$ cat src/rtl/core/ipf_pkg.sv
// ----------------------------------------------------------------------------
// ipf_pkg: shared types and microcode for the impedance pole filter step
// Widths, register indexes, datapath select codes and the step sequence ROM.
// ----------------------------------------------------------------------------
package ipf_pkg;

  localparam int DataW             = 32;  // pressure, velocity, scalar registers
  localparam int StateW            = 48;  // auxiliary states and intermediates
  localparam int CfgW              = 64;  // widest configuration register
  localparam int CfgIdxW           = 3;   // eight registers
  localparam int PcW               = 4;   // microcode address
  localparam int POLES_DEFAULT     = 2;
  localparam int FRAC_BITS_DEFAULT = 24;

  typedef enum logic [CfgIdxW-1:0] {
    CFG_TIME_STEP   = 3'd0,
    CFG_DIRECT_GAIN = 3'd1,
    CFG_REAL_WTS    = 3'd2,
    CFG_COS_WTS     = 3'd3,
    CFG_SIN_WTS     = 3'd4,
    CFG_REAL_POLES  = 3'd5,
    CFG_POLE_RE     = 3'd6,
    CFG_POLE_IM     = 3'd7
  } cfg_reg_e;

  // Multiplier operand A (32-bit coefficient)
  typedef enum logic [2:0] {
    A_DT, A_GAIN, A_WREAL, A_WCOS, A_WSIN, A_LAM, A_ALPHA, A_BETA
  } a_sel_e;

  // Multiplier operand B (48-bit value)
  typedef enum logic [2:0] {
    B_D, B_REAL, B_COS, B_SIN, B_P
  } b_sel_e;

  // Adder left operand
  typedef enum logic [3:0] {
    X_ZERO, X_P, X_T, X_M, X_REAL, X_COS, X_SIN, X_DA, X_DB, X_DC, X_V
  } x_sel_e;

  // Adder right operand
  typedef enum logic [1:0] {
    Y_M, Y_DA, Y_DC, Y_V
  } y_sel_e;

  // Adder destination
  typedef enum logic [3:0] {
    DST_T, DST_D, DST_REAL, DST_COS, DST_SIN, DST_DA, DST_DB, DST_DC, DST_V
  } dst_e;

  typedef enum logic [1:0] {
    ST_IDLE, ST_EXEC, ST_WAIT, ST_FIN
  } state_e;

  typedef struct packed {
    logic           mul_en;
    a_sel_e         a_sel;
    b_sel_e         b_sel;
    x_sel_e         x_sel;
    y_sel_e         y_sel;
    logic           sub;
    logic           sat;
    dst_e           dst;
    logic           loop_end;
    logic [PcW-1:0] loop_start;
    logic           last;
  } uop_t;

  typedef struct packed {
    logic load_in;
    logic mul_start;
    logic apply;
    logic load_out;
    logic pole;
    uop_t uop;
  } cmd_t;

  function automatic uop_t uop_make(logic mul_en, a_sel_e a_sel, b_sel_e b_sel,
                                    x_sel_e x_sel, y_sel_e y_sel, logic sub,
                                    logic sat, dst_e dst, logic loop_end,
                                    logic [PcW-1:0] loop_start, logic last);
    uop_t u;
    u.mul_en     = mul_en;
    u.a_sel      = a_sel;
    u.b_sel      = b_sel;
    u.x_sel      = x_sel;
    u.y_sel      = y_sel;
    u.sub        = sub;
    u.sat        = sat;
    u.dst        = dst;
    u.loop_end   = loop_end;
    u.loop_start = loop_start;
    u.last       = last;
    return u;
  endfunction

  localparam logic [PcW-1:0] PcPoleLoop   = 4'd0;
  localparam logic [PcW-1:0] PcWeightLoop = 4'd8;

  // Step sequence. Steps 0-7 repeat per pole, 8-10 repeat per pole, 11-14 run once.
  function automatic uop_t uop_rom(logic [PcW-1:0] pc);
    uop_t u;
    u = uop_make(1'b0, A_DT, B_D, X_ZERO, Y_M, 1'b0, 1'b0, DST_T, 1'b0, PcPoleLoop, 1'b1);
    unique case (pc)
      // real pole: d = p + lam*r ; r += dt*d
      4'd0: u = uop_make(1'b1, A_LAM, B_REAL, X_P, Y_M, 1'b0, 1'b1, DST_D,
                         1'b0, PcPoleLoop, 1'b0);
      4'd1: u = uop_make(1'b1, A_DT, B_D, X_REAL, Y_M, 1'b0, 1'b1, DST_REAL,
                         1'b0, PcPoleLoop, 1'b0);
      // psi: d = p + alpha*c - beta*s (one saturation) ; c += dt*d
      4'd2: u = uop_make(1'b1, A_ALPHA, B_COS, X_P, Y_M, 1'b0, 1'b0, DST_T,
                         1'b0, PcPoleLoop, 1'b0);
      4'd3: u = uop_make(1'b1, A_BETA, B_SIN, X_T, Y_M, 1'b1, 1'b1, DST_D,
                         1'b0, PcPoleLoop, 1'b0);
      4'd4: u = uop_make(1'b1, A_DT, B_D, X_COS, Y_M, 1'b0, 1'b1, DST_COS,
                         1'b0, PcPoleLoop, 1'b0);
      // chi: d = beta*c' + alpha*s ; s += dt*d
      4'd5: u = uop_make(1'b1, A_BETA, B_COS, X_ZERO, Y_M, 1'b0, 1'b0, DST_T,
                         1'b0, PcPoleLoop, 1'b0);
      4'd6: u = uop_make(1'b1, A_ALPHA, B_SIN, X_T, Y_M, 1'b0, 1'b1, DST_D,
                         1'b0, PcPoleLoop, 1'b0);
      4'd7: u = uop_make(1'b1, A_DT, B_D, X_SIN, Y_M, 1'b0, 1'b1, DST_SIN,
                         1'b1, PcPoleLoop, 1'b0);
      // weighted sums
      4'd8: u = uop_make(1'b1, A_WREAL, B_REAL, X_DA, Y_M, 1'b0, 1'b1, DST_DA,
                         1'b0, PcWeightLoop, 1'b0);
      4'd9: u = uop_make(1'b1, A_WCOS, B_COS, X_DB, Y_M, 1'b0, 1'b1, DST_DB,
                         1'b0, PcWeightLoop, 1'b0);
      4'd10: u = uop_make(1'b1, A_WSIN, B_SIN, X_DC, Y_M, 1'b0, 1'b1, DST_DC,
                          1'b1, PcWeightLoop, 1'b0);
      // v = 2*(db + dc) ; v = (gain*p - da) - v
      4'd11: u = uop_make(1'b0, A_DT, B_D, X_DB, Y_DC, 1'b0, 1'b1, DST_V,
                          1'b0, PcPoleLoop, 1'b0);
      4'd12: u = uop_make(1'b0, A_DT, B_D, X_V, Y_V, 1'b0, 1'b1, DST_V,
                          1'b0, PcPoleLoop, 1'b0);
      4'd13: u = uop_make(1'b1, A_GAIN, B_P, X_M, Y_DA, 1'b1, 1'b1, DST_T,
                          1'b0, PcPoleLoop, 1'b0);
      4'd14: u = uop_make(1'b0, A_DT, B_D, X_T, Y_V, 1'b1, 1'b1, DST_V,
                          1'b0, PcPoleLoop, 1'b1);
      default: u = uop_make(1'b0, A_DT, B_D, X_ZERO, Y_M, 1'b0, 1'b0, DST_T,
                            1'b0, PcPoleLoop, 1'b1);
    endcase
    return u;
  endfunction

endpackage

$ cat src/rtl/core/ipf_ctrl.sv
// ----------------------------------------------------------------------------
// ipf_ctrl: sequencer of the pole filter step
// Accepts a sample, walks the step ROM over all poles, waits on the shared
// multiplier and hands the result to the output register.
// ----------------------------------------------------------------------------
module ipf_ctrl
  import ipf_pkg::*;
#(
  parameter int POLES = POLES_DEFAULT
) (
  input  logic clk_i,
  input  logic rst_ni,
  input  logic in_valid_i,
  output logic in_ready_o,
  output logic out_valid_o,
  input  logic out_ready_i,
  input  logic mul_done_i,
  output cmd_t cmd_o
);

  localparam logic LastPole = 1'(POLES - 1);

  state_e         state_q, state_d;
  logic [PcW-1:0] pc_q, pc_d;
  logic           pole_q, pole_d;
  logic           out_valid_q, out_valid_d;
  uop_t           uop;
  logic           advance;

  assign uop = uop_rom(pc_q);

  always_ff @(posedge clk_i or negedge rst_ni) begin
    if (!rst_ni) begin
      state_q     <= ST_IDLE;
      pc_q        <= '0;
      pole_q      <= 1'b0;
      out_valid_q <= 1'b0;
    end else begin
      state_q     <= state_d;
      pc_q        <= pc_d;
      pole_q      <= pole_d;
      out_valid_q <= out_valid_d;
    end
  end

  always_comb begin
    state_d         = state_q;
    pc_d            = pc_q;
    pole_d          = pole_q;
    out_valid_d     = out_valid_q & ~out_ready_i;
    advance         = 1'b0;
    in_ready_o      = 1'b0;
    cmd_o.load_in   = 1'b0;
    cmd_o.mul_start = 1'b0;
    cmd_o.apply     = 1'b0;
    cmd_o.load_out  = 1'b0;
    cmd_o.pole      = pole_q;
    cmd_o.uop       = uop;

    unique case (state_q)
      ST_IDLE: begin
        in_ready_o    = 1'b1;
        cmd_o.load_in = in_valid_i;
        if (in_valid_i) begin
          pc_d    = '0;
          pole_d  = 1'b0;
          state_d = ST_EXEC;
        end
      end
      ST_EXEC: begin
        if (uop.mul_en) begin
          cmd_o.mul_start = 1'b1;
          state_d         = ST_WAIT;
        end else begin
          cmd_o.apply = 1'b1;
          advance     = 1'b1;
        end
      end
      ST_WAIT: begin
        if (mul_done_i) begin
          cmd_o.apply = 1'b1;
          advance     = 1'b1;
          state_d     = ST_EXEC;
        end
      end
      ST_FIN: begin
        // hold until the output register is free
        if (!out_valid_q || out_ready_i) begin
          cmd_o.load_out = 1'b1;
          out_valid_d    = 1'b1;
          state_d        = ST_IDLE;
        end
      end
    endcase

    if (advance) begin
      priority if (uop.last) begin
        pc_d    = '0;
        state_d = ST_FIN;
      end else if (uop.loop_end && (pole_q != LastPole)) begin
        pole_d = pole_q + 1'b1;
        pc_d   = uop.loop_start;
      end else if (uop.loop_end) begin
        pole_d = 1'b0;
        pc_d   = pc_q + 1'b1;
      end else begin
        pc_d = pc_q + 1'b1;
      end
    end
  end

  assign out_valid_o = out_valid_q;

endmodule

$ cat config.mk
export PLATFORM = sky130hd
export DESIGN_NAME = ipf_ctrl
export DESIGN_NICKNAME = d
export VERILOG_FILES = /design/src/rtl/core/ipf_pkg.sv /design/src/rtl/core/ipf_ctrl.sv
export SDC_FILE = /design/constraint.sdc
export NUM_CORES = 1
export LEC_CHECK = 0
export BUFFER_PORTS_ARGS = -buffer_cell sky130_fd_sc_hd__buf_2
export CORE_MARGIN = 1
export CORE_UTILIZATION = 35
export DETAILED_ROUTE_END_ITERATION = 10
export PLACE_DENSITY_LB_ADDON = 0.2
export SYNTH_ARGS = -nofsm -noshare
export SYNTH_HDL_FRONTEND = slang
export SYNTH_SLANG_ARGS = --single-unit
$ cat constraint.sdc
create_clock -name clk_i -period 2 [get_ports clk_i]
set_clock_uncertainty 0.2 [all_clocks]
set_input_delay 0.1 -clock clk_i [delete_from_list [all_inputs] [get_ports clk_i]]
set_output_delay 0.1 -clock clk_i [all_outputs]
set_load 0.01 [all_outputs]
* Word-level counts from Yosys, hierarchy flattened
Memories as Yosys holds them, arrays and structs flattened. Cells that the tools add are included.
Cells by class: add/sub/neg operators 2, multipliers 0, div/mod/pow operators 0, magnitude comparators 0, equality and inequality tests 3, shift-type cells 0, muxes and demuxes 29, bitwise gates (word level) 3, reductions and logical operators 7
Operators with widths (number):
- $mux W4 | 5
- $mux W1 | 16
- $mux W2 | 6
- $pmux W2 S4 | 1
- $add A4 B1 Y4 const B | 1
- $eq A2 B2 Y1 const B | 2
- $reduce_bool A2 Y1 | 2
- $eq A2 B1 Y1 const B | 1
- $logic_not A2 Y1 | 1
- $not A1 Y1 | 2
- $pmux W1 S2 | 1
- $reduce_and A2 Y1 | 1
- $add A1 B1 Y1 const B | 1
- $and A1 B1 Y1 | 1
- $logic_and A1 B1 Y1 | 1
- $logic_not A1 Y1 | 1
- $logic_or A1 B1 Y1 | 1
Storage, ports and cells: register bits 8, bits in latches 0, memory bits (writable) 0, ROM bits 352, bits of input ports 5, output and inout bits 32, memories 1
Memory list:
- (name not given) | words 16, width 22, rd ports 1, clocked after memory_dff 0, wr ports 0, RTL line ipf_pkg.sv:104 | unique case (pc)

* Longest topological paths before layout
word-level depth 6, mapped depth 7

* Least setup slack after synthesis
OpenSTA, ideal clock, no wires.
kind register -> register, from reg state_q[0], to reg pc_q[1], library setup time 0.096 ns, arrival 1.567 ns, data required time 1.704 ns, path slack 0.137 ns, cell stages (with the launch flop) 7, buffers on the path 0, cell sequence dfrtp_1 inv_1 ha_1 and3_1 a41oi_4 inv_4 o32ai_2
Between the ends: cells in the longest elaborated chain, start to end 4, elaborated cells between the ends (all ways) 8
RTL lines:
- start, declared | RTL line ipf_ctrl.sv:23 | state_e state_q, state_d;
- start signal, assigned | RTL line ipf_ctrl.sv:39 | state_q <= state_d;
- $eq A2 B2 Y1 or $eq A2 B1 Y1 (tied branches) | RTL line ipf_ctrl.sv:60 | unique case (state_q)
- $pmux W1 S2 (*) | RTL line ipf_ctrl.sv:60
- net advance | RTL line ipf_ctrl.sv:28 | logic advance;
- $reduce_bool A2 Y1 (no source line)
- $reduce_and A2 Y1 (no source line)
- end signal, assigned | RTL line ipf_ctrl.sv:40 | pc_q <= pc_d;
- end, declared | RTL line ipf_ctrl.sv:24 | logic [PcW-1:0] pc_q, pc_d;
The timed path passes the listed nets; every way through them passes the cells marked *. A chain may end at the register's enable or synchronous reset.

==> key figures <==
Global routing
  • Met1 track demand over resource in global routing: 20.48%
  • Tot GR Track Use: 16.99%
  • Met3 track demand over resource: 4.378%
  • Routing usage on met2: 30.10%
  • Total overflow reported by the global router: 0
  • Number of global-route vias before repair: 967
  • Pin count of the biggest net entering global routing: 20
  • Initial antenna violation count: 0
  • Grt peak-use layer: met2
  • First-pass GRT wire length: 4291 um

Worst setup path
  • CP cell instances: inv_1 -> buf_4 -> ha_1 -> nor2_2 -> nand2_1 -> o211a_1 -> buf_2
  • CP Buf/Inv Count: 3
  • Data arrival time of the critical path: 1640 ps
  • Max stage delay cell, worst path: dfrtp_2
  • Data required time of the worst path: 1700 ps
  • Endpoint of the most critical register-to-register path: pc_q[3]$_DFFE_PN0P_
  • Maximum fanout along the worst path: 5
  • Cell depth of the worst flop-to-flop path: 6
  • Internal reg-to-reg setup slack: 140 ps
  • Worst Path Class, Setup: reg2out
  • Capturing element type of the critical path: output port
  • Startpoint type of the worst setup path: flop
  • Slowest cell delay on critical path: 440 ps
  • Largest delay share family, worst path: flip-flops
  • Startpoint of the most critical register-to-register path: state_q[1]$_DFF_PN0_

Finish
  • Final core utilization: 50.18%
  • Layout-stage area growth over the synthesis result: 34.09%
  • Filler instances: 285
  • Post-Layout Inst Area: 0.001408 mm2
  • Antenna cells: 0
  • Share of layout cells above drive strength 1: 39.89%
  • NumNets Final: 204

STA
  • Min Clock Period, post-route: 1944 ps
  • Total count of hold-check failures in the final report: 0
  • RSZ-0062 raised after global routing: yes
  • Post-route fraction of the period consumed by the critical path: 97.19%
  • Final Hold Slack: 4.601 ps
  • Final setup violating endpoints: 0
  • Fmax: 514.4 MHz
  • Final Slew Violations: 0
  • Final Worst Setup Slack: 56.10 ps

Logic synthesis
  • Number of synthesized register bits: 8
  • Synth unique cells: 34
  • Average footprint of a synthesized cell: 7.607 um2
  • Cell count after synthesis: 138
  • Post-synthesis sequential area ratio: 19.07%
  • YS warnings: 0
  • Area of the mapped netlist: 0.001050 mm2

Route
  • Remaining antenna violation count: 0
  • Iter 0 DRT Violations: 22
  • Routed Wire Length: 2680 um
  • 1st-pass router iterations: 7
  • DRC violation count after routing: 6
  • Vias: 1073
  • Post-detailed-route via-to-cell ratio: 5.014
  • Routed length per placed instance: 12.52 um

CTS
  • Sinks on Clock Net: 8
  • Max clock buf depth: 2
  • TritonCTS Buffers: 3
  • H-Tree Level Count: 1
  • Buffer type at the clock tree root: clkbuf_4
  • Insertion delay of the later-clocked pin in the worst-skew pair: 260 ps
  • CTS tree: built
  • Clock-pin slew of the registers on the worst-case setup and hold paths: 60 ps

Floorplan
  • Starting utilization of the core area: 37.42%
  • Total Die Area: 0.003222 mm2
  • Core Region: 0.002805 mm2
  • Width of the die: 56.77 um
  • # rows: 19
  • Die H: 56.77 um
  • Number of primary I/O pins: 37

Hold path
  • Kind of path behind the tightest hold check: in2async

Pwr
  • Power density normalized to cell area: 735.0 mW/mm2
  • Max VDD drop: 0.4765 mV
  • Leakage power: 0.7461 nW

Outcome
  • Violated checks: DRC
  • Run status: complete, but fails checks

Placed design
  • Quantity of I/O buffers inserted on ports: 33
  • Sum of net half-perimeters after detailed placement: 2011 um
  • Global placement routability congestion: 0.7483
  • Placement-stage worst setup slack: 27.79 ps
  • Post-DP Area: 0.001237 mm2

Job
  • Number of maximum-capacitance constraint violations: 0
[per-layer routing]
layer | up-vias | part of all wire, %
li1 | 552 | -
met1 | 490 | 43
met2 | 29 | 51
met3 | 2 | 4.9
met4 | 0 | 0.52
met5 | - | 0
[how the worst max path moves through the flow]
stage	from	end	depth (start not counted)
2_1_floorplan	state_q[0]$_DFF_PN0_	pc_q[1]$_DFFE_PN0P_	6
3_3_place_gp	state_q[0]$_DFF_PN0_	pc_q[1]$_DFFE_PN0P_	6
3_5_place_dp	state_q[0]$_DFF_PN0_	pc_q[1]$_DFFE_PN0P_	6
4_1_cts	pc_q[0]$_DFFE_PN0P_	cmd_o[18]	6
5_1_grt	pc_q[0]$_DFFE_PN0P_	cmd_o[18]	6
6_report	pc_q[1]$_DFFE_PN0P_	cmd_o[13]	7
[synth_stat cells]
| library cell | n | area (um2) |
|---|---|---|
| a211oi_1 | 1 | 7.510 |
| a21oi_1 | 7 | 35.03 |
| a311oi_1 | 1 | 8.760 |
| a31oi_1 | 1 | 6.260 |
| a41oi_4 | 1 | 27.53 |
| and2_1 | 3 | 18.77 |
| and3_1 | 4 | 25.02 |
| buf_2 | 1 | 5.000 |
| buf_4 | 6 | 45.04 |
| buf_6 | 1 | 11.26 |
| clkbuf_1 | 4 | 15.01 |
| conb_1 | 1 | 3.750 |
| dfrtp_1 | 8 | 200.2 |
| ha_1 | 14 | 175.2 |
| inv_1 | 9 | 33.78 |
| inv_4 | 1 | 6.260 |
| mux2_4 | 1 | 15.01 |
| mux2i_1 | 1 | 10.01 |
| nand2_1 | 17 | 63.81 |
| nand2b_1 | 8 | 50.05 |
| nand3_1 | 5 | 25.02 |
| nand3b_1 | 4 | 30.03 |
| nor2_1 | 10 | 37.54 |
| nor2b_1 | 6 | 37.54 |
| nor3_1 | 1 | 5.000 |
| o211a_1 | 1 | 10.01 |
| o211ai_1 | 2 | 15.01 |
| o21ai_0 | 10 | 50.05 |
| o21bai_1 | 1 | 7.510 |
| o22ai_1 | 2 | 12.51 |
| o31ai_1 | 3 | 22.52 |
| o32ai_2 | 1 | 16.27 |
| o41ai_1 | 1 | 8.760 |
| xnor2_1 | 1 | 8.760 |
[kinds of logic after synthesis]
group	Yosys count	synth area share, %
fa+ha+maj	14	16.69
flops	8	19.07
other cells	1	0.3572
mux	2	2.383
simple gates	58	27.89
buf+inv	22	11.08
xor+xnor	1	0.8345
compound gates	32	21.69
[report_power, final]
group | leakage [nW] | switching, mW | internal, mW
clock network | 0.0138 | 0.0573 | 0.0688
logic | 0.629 | 0.358 | 0.317
registers | 0.103 | 0.0389 | 0.195
total | 0.746 | 0.454 | 0.580
[metrics by stage]
| step | instances | total power, mW | TNS [ps] |
|---|---|---|---|
| finish | 214 | 1.035 | 0 |
| global route | 214 | 1.122 | -266.3 |
| CTS | 212 | 0.9678 | 0 |
| detailed placement | 199 | 0.7805 | 0 |
| global placement | 199 | 0.7701 | 0 |
| floorplan | 140 | 0.5931 | 0 |
[final cells by class]
| type | instances | area [um2] | area share [%] |
|---|---|---|---|
| multi-input combinational | 110 | 785.8 | 55.82 |
| sequential | 8 | 205.2 | 14.58 |
| tap | 31 | 38.79 | 2.756 |
| clock buffer | 3 | 22.52 | 1.600 |
| timing repair buffer | 52 | 315.3 | 22.40 |
| inverter | 10 | 40.04 | 2.844 |
[flip-flops by register name, summed over array words and instances, names as in the netlist]
| signal | flops |
|---|---|
| pole_q | 1 |
| pc_q | 4 |
| out_valid_o | 1 |
| state_q | 2 |
[what timing repair did]
action	in CTS	in global routing
endpoints found under the setup margin	12	13
buffers inserted	7	2
hold endpoints to repair	10	0
hold buffers	3	0
resized for setup	4	17
[cells in the final DEF, fill, tap and decap left out, types with 4 or more instances in the layout]
cell / synthesis / layout
a21oi_1: 7 / 7
buf_4: 6 / 16
nor2b_1: 6 / 5
nor2_1: 10 / 8
buf_2: 1 / 33
nand2_1: 17 / 17
dfrtp_2: 0 / 4
nand3b_1: 4 / 4
dfrtp_1: 8 / 4
nand3_1: 5 / 5
ha_1: 14 / 10
nand2b_1: 8 / 8
o21ai_0: 10 / 8
inv_1: 9 / 6
Power figures use the tool's default switching activity.
